--- config.mk ---
export PLATFORM = sky130hd
export DESIGN_NAME = dispense_cycle_sequencer_core_flat
export DESIGN_NICKNAME = d
export VERILOG_FILES = /design/src/design/dcs_pkg.sv /design/src/design/dcs_cmd_if.sv /design/src/design/dcs_res_if.sv /design/src/design/dcs_step.sv /design/src/design/dispense_cycle_sequencer_core.sv /design/src/flat_wrapper.sv
export SDC_FILE = /design/constraint.sdc
export NUM_CORES = 1
export LEC_CHECK = 0
export BUFFER_PORTS_ARGS = -buffer_cell sky130_fd_sc_hd__buf_2
export CAP_MARGIN = 20
export CORE_MARGIN = 4
export CORE_UTILIZATION = 52
export CTS_CLUSTER_DIAMETER = 30
export CTS_CLUSTER_SIZE = 28
export DETAILED_ROUTE_END_ITERATION = 10
export PLACE_DENSITY = 0.69
export SYNTH_ARGS = -nofsm -noshare
export SYNTH_HDL_FRONTEND = slang
export SYNTH_SLANG_ARGS = --single-unit
--- constraint.sdc ---
create_clock -name clk_i -period 4.8 [get_ports clk_i]
set_clock_uncertainty 0.15 [all_clocks]
set_input_delay 0.24 -clock clk_i [delete_from_list [all_inputs] [get_ports clk_i]]
set_output_delay 0.24 -clock clk_i [all_outputs]
set_load 0.005 [all_outputs]
--- src/design/dcs_pkg.sv ---
// Shared types and codes for the dispense cycle sequencer.
package dcs_pkg;

  // Fixed field widths of the channel beats.
  localparam int unsigned ORDER_TAG_W = 64;
  localparam int unsigned TIME_W      = 32;
  localparam int unsigned HOLD_W      = 16;

  // Operation codes of an input beat.
  localparam logic [1:0] OP_COMMAND       = 2'd0;
  localparam logic [1:0] OP_TICK          = 2'd1;
  localparam logic [1:0] OP_CLEAR_SESSION = 2'd2;

  // Phase codes of the sequencer.
  localparam logic [1:0] PH_IDLE     = 2'd0;
  localparam logic [1:0] PH_DISPENSE = 2'd1;
  localparam logic [1:0] PH_FINISHED = 2'd2;

  // Display message codes.
  localparam logic [2:0] MSG_NONE        = 3'd0;
  localparam logic [2:0] MSG_DISPENSING  = 3'd1;
  localparam logic [2:0] MSG_DISP_ERROR  = 3'd2;
  localparam logic [2:0] MSG_FINISHED    = 3'd3;
  localparam logic [2:0] MSG_READY       = 3'd4;

  // Power-on value of the finish hold register.
  localparam logic [HOLD_W-1:0] FINISH_HOLD_RESET = 16'd2000;

  // Payload of one input beat.
  typedef struct packed {
    logic [1:0]             operation;
    logic [ORDER_TAG_W-1:0] order_tag;
    logic [TIME_W-1:0]      allowance_ms;
    logic [TIME_W-1:0]      now_ms;
    logic                   wake_ready;
    logic                   standby_active;
    logic                   start_ok;
    logic                   busy_req;
    logic                   done_pending;
  } cmd_t;

  // Payload of one result beat.
  typedef struct packed {
    logic                   accepted;
    logic                   start_request;
    logic                   standby_request;
    logic                   went_idle;
    logic [2:0]             message_code;
    logic                   cycle_active;
    logic [ORDER_TAG_W-1:0] active_order;
  } res_t;

  // Sequencer control state apart from the order tags.
  typedef struct packed {
    logic [1:0]        phase;
    logic [TIME_W-1:0] wd_deadline;
    logic [TIME_W-1:0] fin_deadline;
    logic              wd_tripped;
  } ctl_t;

endpackage

--- src/design/dcs_cmd_if.sv ---
// Valid/ready channel that carries input beats.
interface dcs_cmd_if;
  logic          valid;
  logic          ready;
  dcs_pkg::cmd_t payload;

  modport source (output valid, output payload, input ready);
  modport sink (input valid, input payload, output ready);
endinterface

--- src/design/dcs_res_if.sv ---
// Valid/ready channel that carries result beats.
interface dcs_res_if;
  logic          valid;
  logic          ready;
  dcs_pkg::res_t payload;

  modport source (output valid, output payload, input ready);
  modport sink (input valid, input payload, output ready);
endinterface

--- src/design/dcs_step.sv ---
// Next-state and result logic for one input beat of the sequencer.
module dcs_step #(
  parameter int unsigned TagBits = 64
) (
  input  dcs_pkg::cmd_t                   item_i,
  input  dcs_pkg::ctl_t                   ctl_i,
  input  logic [TagBits-1:0]              last_i,
  input  logic [TagBits-1:0]              cur_i,
  input  logic [dcs_pkg::HOLD_W-1:0]      hold_i,
  output dcs_pkg::ctl_t                   ctl_o,
  output logic [TagBits-1:0]              last_o,
  output logic [TagBits-1:0]              cur_o,
  output dcs_pkg::res_t                   res_o
);
  import dcs_pkg::*;

  logic [TagBits-1:0] tag;
  logic [TIME_W-1:0]  wd_left;
  logic [TIME_W-1:0]  hold_diff;
  logic               wd_expired;
  logic               hold_over;
  logic               tripped_now;

  assign tag        = item_i.order_tag[TagBits-1:0];
  assign wd_left    = ctl_i.wd_deadline - item_i.now_ms;
  assign hold_diff  = item_i.now_ms - ctl_i.fin_deadline;
  // Wrap-safe compares: the difference read as a signed value.
  assign wd_expired = (wd_left == '0) || wd_left[TIME_W-1];
  assign hold_over  = !hold_diff[TIME_W-1];

  always_comb begin
    ctl_o       = ctl_i;
    last_o      = last_i;
    cur_o       = cur_i;
    tripped_now = 1'b0;
    res_o       = '0;
    res_o.message_code = MSG_NONE;

    case (item_i.operation)
      OP_COMMAND: begin
        // A start is only tried for a fresh order while idle and awake.
        if ((tag != '0) && (ctl_i.phase == PH_IDLE) && (tag != last_i) &&
            item_i.wake_ready) begin
          res_o.standby_request = !item_i.standby_active;
          res_o.start_request   = 1'b1;
          if (item_i.start_ok) begin
            last_o             = tag;
            cur_o              = tag;
            ctl_o.phase        = PH_DISPENSE;
            ctl_o.wd_deadline  = item_i.now_ms + item_i.allowance_ms;
            ctl_o.wd_tripped   = 1'b0;
            ctl_o.fin_deadline = '0;
            res_o.message_code = MSG_DISPENSING;
            res_o.accepted     = 1'b1;
          end
        end
      end
      OP_TICK: begin
        if (ctl_i.phase != PH_IDLE) begin
          // Watchdog trips once while the dispenser is still busy.
          if (!ctl_i.wd_tripped && wd_expired && item_i.busy_req) begin
            tripped_now        = 1'b1;
            ctl_o.wd_tripped   = 1'b1;
            res_o.message_code = MSG_DISP_ERROR;
          end
          if (ctl_i.phase == PH_DISPENSE) begin
            if (item_i.done_pending) begin
              ctl_o.phase        = PH_FINISHED;
              ctl_o.fin_deadline = item_i.now_ms + TIME_W'(hold_i);
              res_o.message_code = (ctl_i.wd_tripped || tripped_now) ?
                                   MSG_DISP_ERROR : MSG_FINISHED;
            end
          end else if (hold_over) begin
            // Hold time is over: back to idle and drop the order.
            ctl_o.phase           = PH_IDLE;
            ctl_o.wd_tripped      = 1'b0;
            cur_o                 = '0;
            res_o.message_code    = MSG_READY;
            res_o.standby_request = 1'b1;
            res_o.went_idle       = 1'b1;
          end
        end
      end
      OP_CLEAR_SESSION: begin
        last_o = '0;
      end
      default: begin
        // Unused operation: the state is reported unchanged.
      end
    endcase

    res_o.cycle_active = (ctl_o.phase != PH_IDLE);
    res_o.active_order = ORDER_TAG_W'(cur_o);
  end

endmodule

--- src/design/dispense_cycle_sequencer_core.sv ---
// Top level of the dispense cycle sequencer: beat registers and sequencer state.
//
// Usage: input beats arrive on cmd_i (valid/ready) and carry either a command,
// a time tick with the dispenser flags, or a session clear. Every accepted
// beat yields exactly one result beat on res_o, in order.
// Flow: a beat is captured in the input register at the edge it is taken,
// worked out by the step logic and placed in the result register once that
// register is free or emptying; its result is then valid on res_o.
// Throughput: one beat per cycle unless res_o is held off; the single pass
// of compare and add logic between the input and result registers sets it.
// Stall: while res_o is held off, the result register keeps its beat and
// one more beat waits in the input register; cmd_i.ready then drops until
// the receiver takes the pending result.
// Configuration: cfg_we_i writes cfg_wdata_i into the finish hold time. The
// user must do so only while no beat is in flight; the block does not check.
// Reset: rst_ni clears both registers' valid flags, returns the phase to
// idle, clears the deadlines, the watchdog flag and both order tags, and sets
// the finish hold time to 2000 ms. The block is ready in the first cycle.
module dispense_cycle_sequencer_core #(
  parameter int unsigned ORDER_TAG_BITS = 64
) (
  input  logic                       clk_i,
  input  logic                       rst_ni,
  input  logic                       cfg_we_i,
  input  logic [dcs_pkg::HOLD_W-1:0] cfg_wdata_i,
  dcs_cmd_if.sink                    cmd_i,
  dcs_res_if.source                  res_o
);
  import dcs_pkg::*;

  logic                      in_valid_q;
  cmd_t                      in_item_q;
  logic                      out_valid_q;
  res_t                      out_res_q;
  ctl_t                      ctl_q, ctl_d;
  logic [ORDER_TAG_BITS-1:0] last_q, last_d;
  logic [ORDER_TAG_BITS-1:0] cur_q, cur_d;
  logic [HOLD_W-1:0]         hold_q;
  res_t                      res_d;
  logic                      advance;

  // A held beat moves on whenever the result register is free or emptying.
  assign advance     = in_valid_q && (!out_valid_q || res_o.ready);
  assign cmd_i.ready = !in_valid_q || advance;

  assign res_o.valid   = out_valid_q;
  assign res_o.payload = out_res_q;

  dcs_step #(
    .TagBits (ORDER_TAG_BITS)
  ) u_step (
    .item_i (in_item_q),
    .ctl_i  (ctl_q),
    .last_i (last_q),
    .cur_i  (cur_q),
    .hold_i (hold_q),
    .ctl_o  (ctl_d),
    .last_o (last_d),
    .cur_o  (cur_d),
    .res_o  (res_d)
  );

  // Input register.
  always_ff @(posedge clk_i or negedge rst_ni) begin
    if (!rst_ni) begin
      in_valid_q <= 1'b0;
    end else if (cmd_i.ready) begin
      in_valid_q <= cmd_i.valid;
    end
  end

  always_ff @(posedge clk_i) begin
    if (cmd_i.ready && cmd_i.valid) begin
      in_item_q <= cmd_i.payload;
    end
  end

  // Result register.
  always_ff @(posedge clk_i or negedge rst_ni) begin
    if (!rst_ni) begin
      out_valid_q <= 1'b0;
    end else if (advance) begin
      out_valid_q <= 1'b1;
    end else if (res_o.ready) begin
      out_valid_q <= 1'b0;
    end
  end

  always_ff @(posedge clk_i) begin
    if (advance) begin
      out_res_q <= res_d;
    end
  end

  // Sequencer state, updated as each beat passes to the result register.
  always_ff @(posedge clk_i or negedge rst_ni) begin
    if (!rst_ni) begin
      ctl_q  <= '0;
      last_q <= '0;
      cur_q  <= '0;
    end else if (advance) begin
      ctl_q  <= ctl_d;
      last_q <= last_d;
      cur_q  <= cur_d;
    end
  end

  // Finish hold time register.
  always_ff @(posedge clk_i or negedge rst_ni) begin
    if (!rst_ni) begin
      hold_q <= FINISH_HOLD_RESET;
    end else if (cfg_we_i) begin
      hold_q <= cfg_wdata_i;
    end
  end

endmodule

--- src/flat_wrapper.sv ---
// flat-port wrapper written by rule: the top's interface ports become plain ports
module dispense_cycle_sequencer_core_flat import dcs_pkg::*;
#(
  parameter int unsigned ORDER_TAG_BITS = 64
)
  (clk_i, rst_ni, cfg_we_i, cfg_wdata_i, cmd_i_valid, cmd_i_payload, cmd_i_ready, res_o_valid, res_o_payload, res_o_ready);
  dcs_cmd_if cmd_i_i ();
  dcs_res_if res_o_i ();
  input  logic clk_i;
  input  logic rst_ni;
  input  logic cfg_we_i;
  input  logic [dcs_pkg::HOLD_W-1:0] cfg_wdata_i;
  input wire logic [$bits(cmd_i_i.valid)-1:0] cmd_i_valid;
  input wire logic [$bits(cmd_i_i.payload)-1:0] cmd_i_payload;
  output wire logic [$bits(cmd_i_i.ready)-1:0] cmd_i_ready;
  output wire logic [$bits(res_o_i.valid)-1:0] res_o_valid;
  output wire logic [$bits(res_o_i.payload)-1:0] res_o_payload;
  input wire logic [$bits(res_o_i.ready)-1:0] res_o_ready;
  assign cmd_i_i.valid = cmd_i_valid;
  assign cmd_i_i.payload = cmd_i_payload;
  assign cmd_i_ready = cmd_i_i.ready;
  assign res_o_valid = res_o_i.valid;
  assign res_o_payload = res_o_i.payload;
  assign res_o_i.ready = res_o_ready;
  dispense_cycle_sequencer_core #(.ORDER_TAG_BITS(ORDER_TAG_BITS)) u_core (.clk_i(clk_i), .rst_ni(rst_ni), .cfg_we_i(cfg_we_i), .cfg_wdata_i(cfg_wdata_i), .cmd_i(cmd_i_i), .res_o(res_o_i));
endmodule
Word-level counts from Yosys, hierarchy flattened

Index checks and enable logic that the tools add are counted.

Register bits: 420
Output and inout port bits: 74
Logic and storage cells: 111

Add/subtract/negate cells: 4
Equal/unequal tests: 9
Multiplexer cells: 41
Bitwise logic cells: 2
Reductions and logical operators: 30

Operators with widths:

| operator                                       | number |
|---|---|
| two-way mux 64 bit                             | 7 |
| case mux 64 bit (2 select lines)               | 2 |
| two-way mux 67 bit                             | 2 |
| case mux 33 bit (2 select lines)               | 1 |
| two-way mux 32 bit                             | 2 |
| inequality test 64 bit                         | 1 |
| nonzero test 64 bit                            | 1 |
| subtractor 32 bit                              | 2 |
| two-way mux 33 bit                             | 1 |
| adder 32 x 16 -> 32 bit                        | 1 |
| adder 32 bit                                   | 1 |
| zero test 32 bit                               | 1 |
| two-way mux 2 bit                              | 7 |
| two-way mux 1 bit                              | 12 |
| two-way mux 5 bit                              | 2 |
| nonzero test 2 bit                             | 5 |
| AND reduction 4 bit                            | 2 |
| logical AND 1 bit                              | 7 |
| AND reduction 7 bit                            | 1 |
| two-way mux 3 bit                              | 2 |
| inequality test 2 bit (second input constant)  | 3 |
| case mux 3 bit (2 select lines)                | 1 |
| AND reduction 5 bit                            | 1 |
| == test 2 x 1 -> 1 bit (second input constant) | 2 |
| other kinds (10)                               | 19 |

Depth between registers and ports, before layout

Word-level depth: 14
Mapped depth: 15

Modules after synthesis

From an unflattened synthesis, not the netlist that was laid out.

Cells, all modules: 1984
Area, all modules: 23847.9 um^2

Modules (own cells, without submodules):

| module                        | times used | cells each | area an instance (um^2) | seq. area each (um^2) |
|---|---|---|---|---|
| dispense_cycle_sequencer_core | 1          | 661        | 14756.7                 | 11553.6 |
| dcs_step                      | 1          | 1323       | 9091.2                  | 0.0 |

Worst setup path before layout

OpenSTA, ideal clock, no wires.

Path type: reg2reg
Start point: register u_core.out_valid_q, in the netlist u_core.res_o.valid
End point: register u_core.in_item_q[0] (netlist name), enable pin
Data arrival time: 3.664 ns
Data required time: 4.139 ns
Slack: 0.475 ns
Stages on the path, launching flop included: 3
Buffers on the path: 0
Cells stage by stage: dfrtp_1 nand3b_1 and2_1

Word-level cells in the longest chain between the ends: 5

Ends and longest elaborated chain:

| element                | line                                | RTL |
|---|---|---|
| start, declared        | dispense_cycle_sequencer_core.sv:33 | `logic out_valid_q;` |
| start signal, assigned | dispense_cycle_sequencer_core.sv:81 | `out_valid_q <= 1'b0;` |
| start signal, assigned | dispense_cycle_sequencer_core.sv:83 | `out_valid_q <= 1'b1;` |
| start signal, assigned | dispense_cycle_sequencer_core.sv:85 | `out_valid_q <= 1'b0;` |
| zero test 1 bit        | dispense_cycle_sequencer_core.sv:43 | `assign advance = in_valid_q && (!out_valid_q \|\| res_o.ready);` |
| logical OR 1 bit       | dispense_cycle_sequencer_core.sv:43 |  |
| logical AND 1 bit      | dispense_cycle_sequencer_core.sv:43 |  |
| logical OR 1 bit       | dispense_cycle_sequencer_core.sv:44 | `assign cmd_i.ready = !in_valid_q \|\| advance;` |
| via cmd_i_ready        | flat_wrapper.sv:15                  | `output wire logic [$bits(cmd_i_i.ready)-1:0] cmd_i_ready;` |
| logical AND 1 bit      | dispense_cycle_sequencer_core.sv:73 | `if (cmd_i.ready && cmd_i.valid) begin` |
| end signal, assigned   | dispense_cycle_sequencer_core.sv:74 | `in_item_q <= cmd_i.payload;` |
| end, declared          | dispense_cycle_sequencer_core.sv:32 | `cmd_t in_item_q;` |

The timed path passes the listed nets, and every way through them passes these cells.
A chain may end at the register's enable or synchronous reset.

Final worst setup path

Start point: register u_core.in_item_q[33] (netlist name)
End point: register u_core.out_res_q, in the netlist u_core.res_o.payload[0] (data pin)

Word-level cells in the longest chain between the ends: 5

Ends and longest elaborated chain:

| element                          | line                                | RTL |
|---|---|---|
| subtractor 32 bit                | dcs_step.sv:26                      | `assign hold_diff = item_i.now_ms - ctl_i.fin_deadline;` |
| two-way mux 64 bit               | dcs_step.sv:73                      | `end else if (hold_over) begin` |
| two-way mux 64 bit               | dcs_step.sv:66                      | `if (ctl_i.phase == PH_DISPENSE) begin` |
| two-way mux 64 bit               | dcs_step.sv:59                      | `if (ctl_i.phase != PH_IDLE) begin` |
| case mux 64 bit (2 select lines) | dcs_step.sv:39                      | `case (item_i.operation)` |
| via u_core.cur_d[0]              | dispense_cycle_sequencer_core.sv:37 | `logic [ORDER_TAG_BITS-1:0] cur_q, cur_d;` |
| end signal, assigned             | dispense_cycle_sequencer_core.sv:91 | `out_res_q <= res_d;` |
| end, declared                    | dispense_cycle_sequencer_core.sv:34 | `res_t out_res_q;` |

The timed path passes the listed nets, and every way through them passes these cells.

==> reports/metrics.yaml <==
status: "finished clean"
ys.flop_type: "edfxtp_1"
yosysTopAreaCellShare_pct: 28.4
routedWlPerCell_um: 21.3
ys_warn_count: 0
cts_buffers: 93
clockRootBuffer: "clkbuf_16"
crit_required_ps: 5010
post-route-util_pct: 69.4
synthMuxAreaShare_pct: 1.06
num_rows: 74
ctsHoldBuffers: 171
use_met2_pct: 44.5
numPortBuffers: 229
power.static_leakage_nw: 12.7
cp_cell_sequence: "ha_1, a21o_1, a21o_1, a21o_1, a211oi_1, o2111ai_1, a21oi_1, or3b_1, nand3_2, a21o_2, nor2_2, buf_4, a211oi_1"
synthSimpleGateAreaFrac_pct: 12.5
max_slew_margin_pct: 37.7
post-cts-setup-buffers: 0
cts_tree: "yes"
path_max_fanout: 13
cts_resized: 0
maxCapViolCount: 0
gr-usage-met1_pct: 40.5
die_y_um: 213
hold_viol_final: 0
tns_ps: 0
io_pins: 230
drcViolationCount: 0
syn_nets: 2299
syn-instance-count: 2032
synth_top_area_cell: "edfxtp_1"
grt_pass1_wl_mm: 101
firstDrtPassIters: 7
rsz0062_at_grt: "false"
post-dp-hpwl_mm: 42.8
start_util_pct: 53.1
max_freq_mhz: 223
use_met3_pct: 6.22
hold-worst-slack_ps: 43.1
clkPwrFrac_pct: 42.6
drive_gt1_share_pct: 19.3
p_switching_mw: 4.91
p_comb_share_pct: 24.5
hold_class: "in2async"
p_seq_share_pct: 32.9
antenna_cells: 0
gp_congestion: 0.923
slowest_delay_ps: 560
critical-path-top-delay-family: "compound AO/OA/AOI/OAI gates"
synth.cell_area_sq_mm: 0.0219
antenna_found_initial: 0
dieWidth_um: 213
routed_via_density: 5.91
setup_viol: 0
cts_max_level: 3
vias: 18200
worstSkewPairLatency_ps: 640
crit_path_frequent_cell: "a21o_1"
fp.dieArea_sq_mm: 0.0454
drv_slew: 0
grt_overflow: 0
min_period_ps: 4490
synth_compound_area_share_pct: 18.7
clock-sinks: 420
ir_drop_mv: 0.443
synth_top_family_by_area: "compound AO/OA/AOI/OAI gates"
ys_seq_elements: 420
grt_pass1_vias: 18100
arrival_ps: 4700
synthTopCellsByArea: "edfxtp_1, dfrtp_1, ha_1"
avgSynthCellArea_sq_um: 10.8
first_iter_violations: 1877
clockBufferDepth: 3
ys_async_sr_fraction_pct: 50.7
crit_buf_inv: 1
min_period_over_period_pct: 93.5
crit_path_start_kind: "register"
grt.busiest_layer: "met2"
synth_edf_count: 207
final_cell_mix: "nor2_1, buf_2, dfrtp_1, edfxtp_1, nand2_1"
wirelength_mm: 65.5
worst_setup_path_end_kind: "register"
crit_slowest_cell: "a211oi_1"
layout.nets: 2730
synth.distinct_cells: 90
ant_nets: 0
intPower_mw: 10.7
grt_max_degree: 86
worstMarginPinSlew_ps: 928
p_per_area_mw_per_mm2: 547
synth-seq-area-share_pct: 52.8
critical_path_class: "reg2reg"
core_sq_mm: 0.0412
synthAdderAreaFrac_pct: 6.45
grt.total_usage_pct: 28.7
swShare_pct: 31.4
syn_to_final_growth_pct: 30.7
synth_xor_area_share_pct: 5.16
layout_commonest_cell: "nor2_1"
clk_pin_slew_ps: 50
-- power groups by stage --
stage          logic (mW)  clock network [mW]  registers [mW]
6_report             3.83                6.65            5.15
5_1_grt              4.25                6.92            5.21
4_1_cts              3.79                6.72            5.14
3_5_place_dp         3.63                   0            5.18
3_3_place_gp         3.55                   0            5.16
2_1_floorplan        2.70                   0            5.02
-- through the flow --
stage               instances  setup WS [ps]  power, mW  cell area, sq um
global placement         2729            499       8.71             23500
detailed placement       2729            388       8.81             23500
global route             3076           99.1       16.4             28600
finish                   3076            311       15.6             28600
CTS                      3076            319       15.6             28600
floorplan                2032            475       7.71             21900
-- worst register-to-register path: stages, from the launching register on --
cell and delay, ps:
edfxtp_1 530, ha_1 360, a21o_1 170, a21o_1 180, a21o_1 190, a211oi_1 560, o2111ai_1 240, a21oi_1 320
or3b_1 210, nand3_2 130, a21o_2 270, nor2_2 460, buf_4 340, a211oi_1 100
-- layout make-up --
cell class	instances	area (sq um)
sequential	420	11600
clock inverter	66	853
fill	2922	12600
timing repair buffer	422	3080
clock buffer	110	2480
tap	532	666
inverter	88	332
multi-input combinational	1438	9610
-- sequential cells by signal, indices dropped and copies added, names as in the netlist --
signal	count
u_core.res_o.valid	1
u_core.res_o.payload	72
u_core.in_item_q	135
u_core.cur_q	64
u_core.hold_q	16
u_core.in_valid_q	1
u_core.last_q	64
u_core.ctl_q	67
-- final timing paths --
path | end | slack, ps | depth (start not counted) | start
worst min-delay path | u_core.last_q[42] | 40 | 2 | rst_ni
worst min register to register | u_core.ctl_q[6] | 330 | 2 | u_core.ctl_q[6]
worst max register to register | u_core.res_o.payload[0] | 310 | 13 | u_core.in_item_q[33]
min in group clk_i | u_core.in_item_q[124] | 160 | 2 | cmd_i_payload[124]
worst max-delay path | u_core.res_o.payload[0] | 310 | 13 | u_core.in_item_q[33]
max in group asynchronous | u_core.cur_q[6] | 3240 | 3 | rst_ni
-- synthesized netlist by cell type, types with 7 or more instances --
| library cell | count |
|---|---|
| xor2_1 | 27 |
| a21oi_1 | 113 |
| o211ai_1 | 8 |
| nor4_1 | 24 |
| clkbuf_1 | 47 |
| o21ai_0 | 86 |
| o22a_1 | 59 |
| o2bb2ai_1 | 35 |
| o21a_1 | 11 |
| nand4_1 | 36 |
| o21bai_1 | 7 |
| a22o_1 | 25 |
| and3_1 | 8 |
| edfxtp_1 | 207 |
| a21o_1 | 75 |
| nor2_1 | 240 |
| o2111ai_1 | 10 |
| a31oi_1 | 11 |
| o31ai_1 | 9 |
| dfrtp_1 | 207 |
| xnor2_1 | 100 |
| mux2_2 | 18 |
| nor2b_1 | 11 |
| nand2b_1 | 16 |
| nand3_1 | 27 |
| ha_1 | 108 |
| a211oi_1 | 48 |
| buf_1 | 9 |
| buf_2 | 24 |
| or2_2 | 10 |
| nand2_1 | 190 |
| nor3_1 | 20 |
| inv_1 | 86 |
-- logic make-up after synthesis --
logic type      after synthesis
fa+ha+maj                   111
flops                       420
compound gates              567
mux                          21
buf+inv                     174
simple gates                611
xor+xnor                    128
-- layer usage --
layer	vias up	routed length, um
met3	141	5210
met2	778	30200
met5	-	0
met4	0	1910
li1	8367	-
met1	8903	28200
No activity file was read; power rests on OpenSTA's default activity.
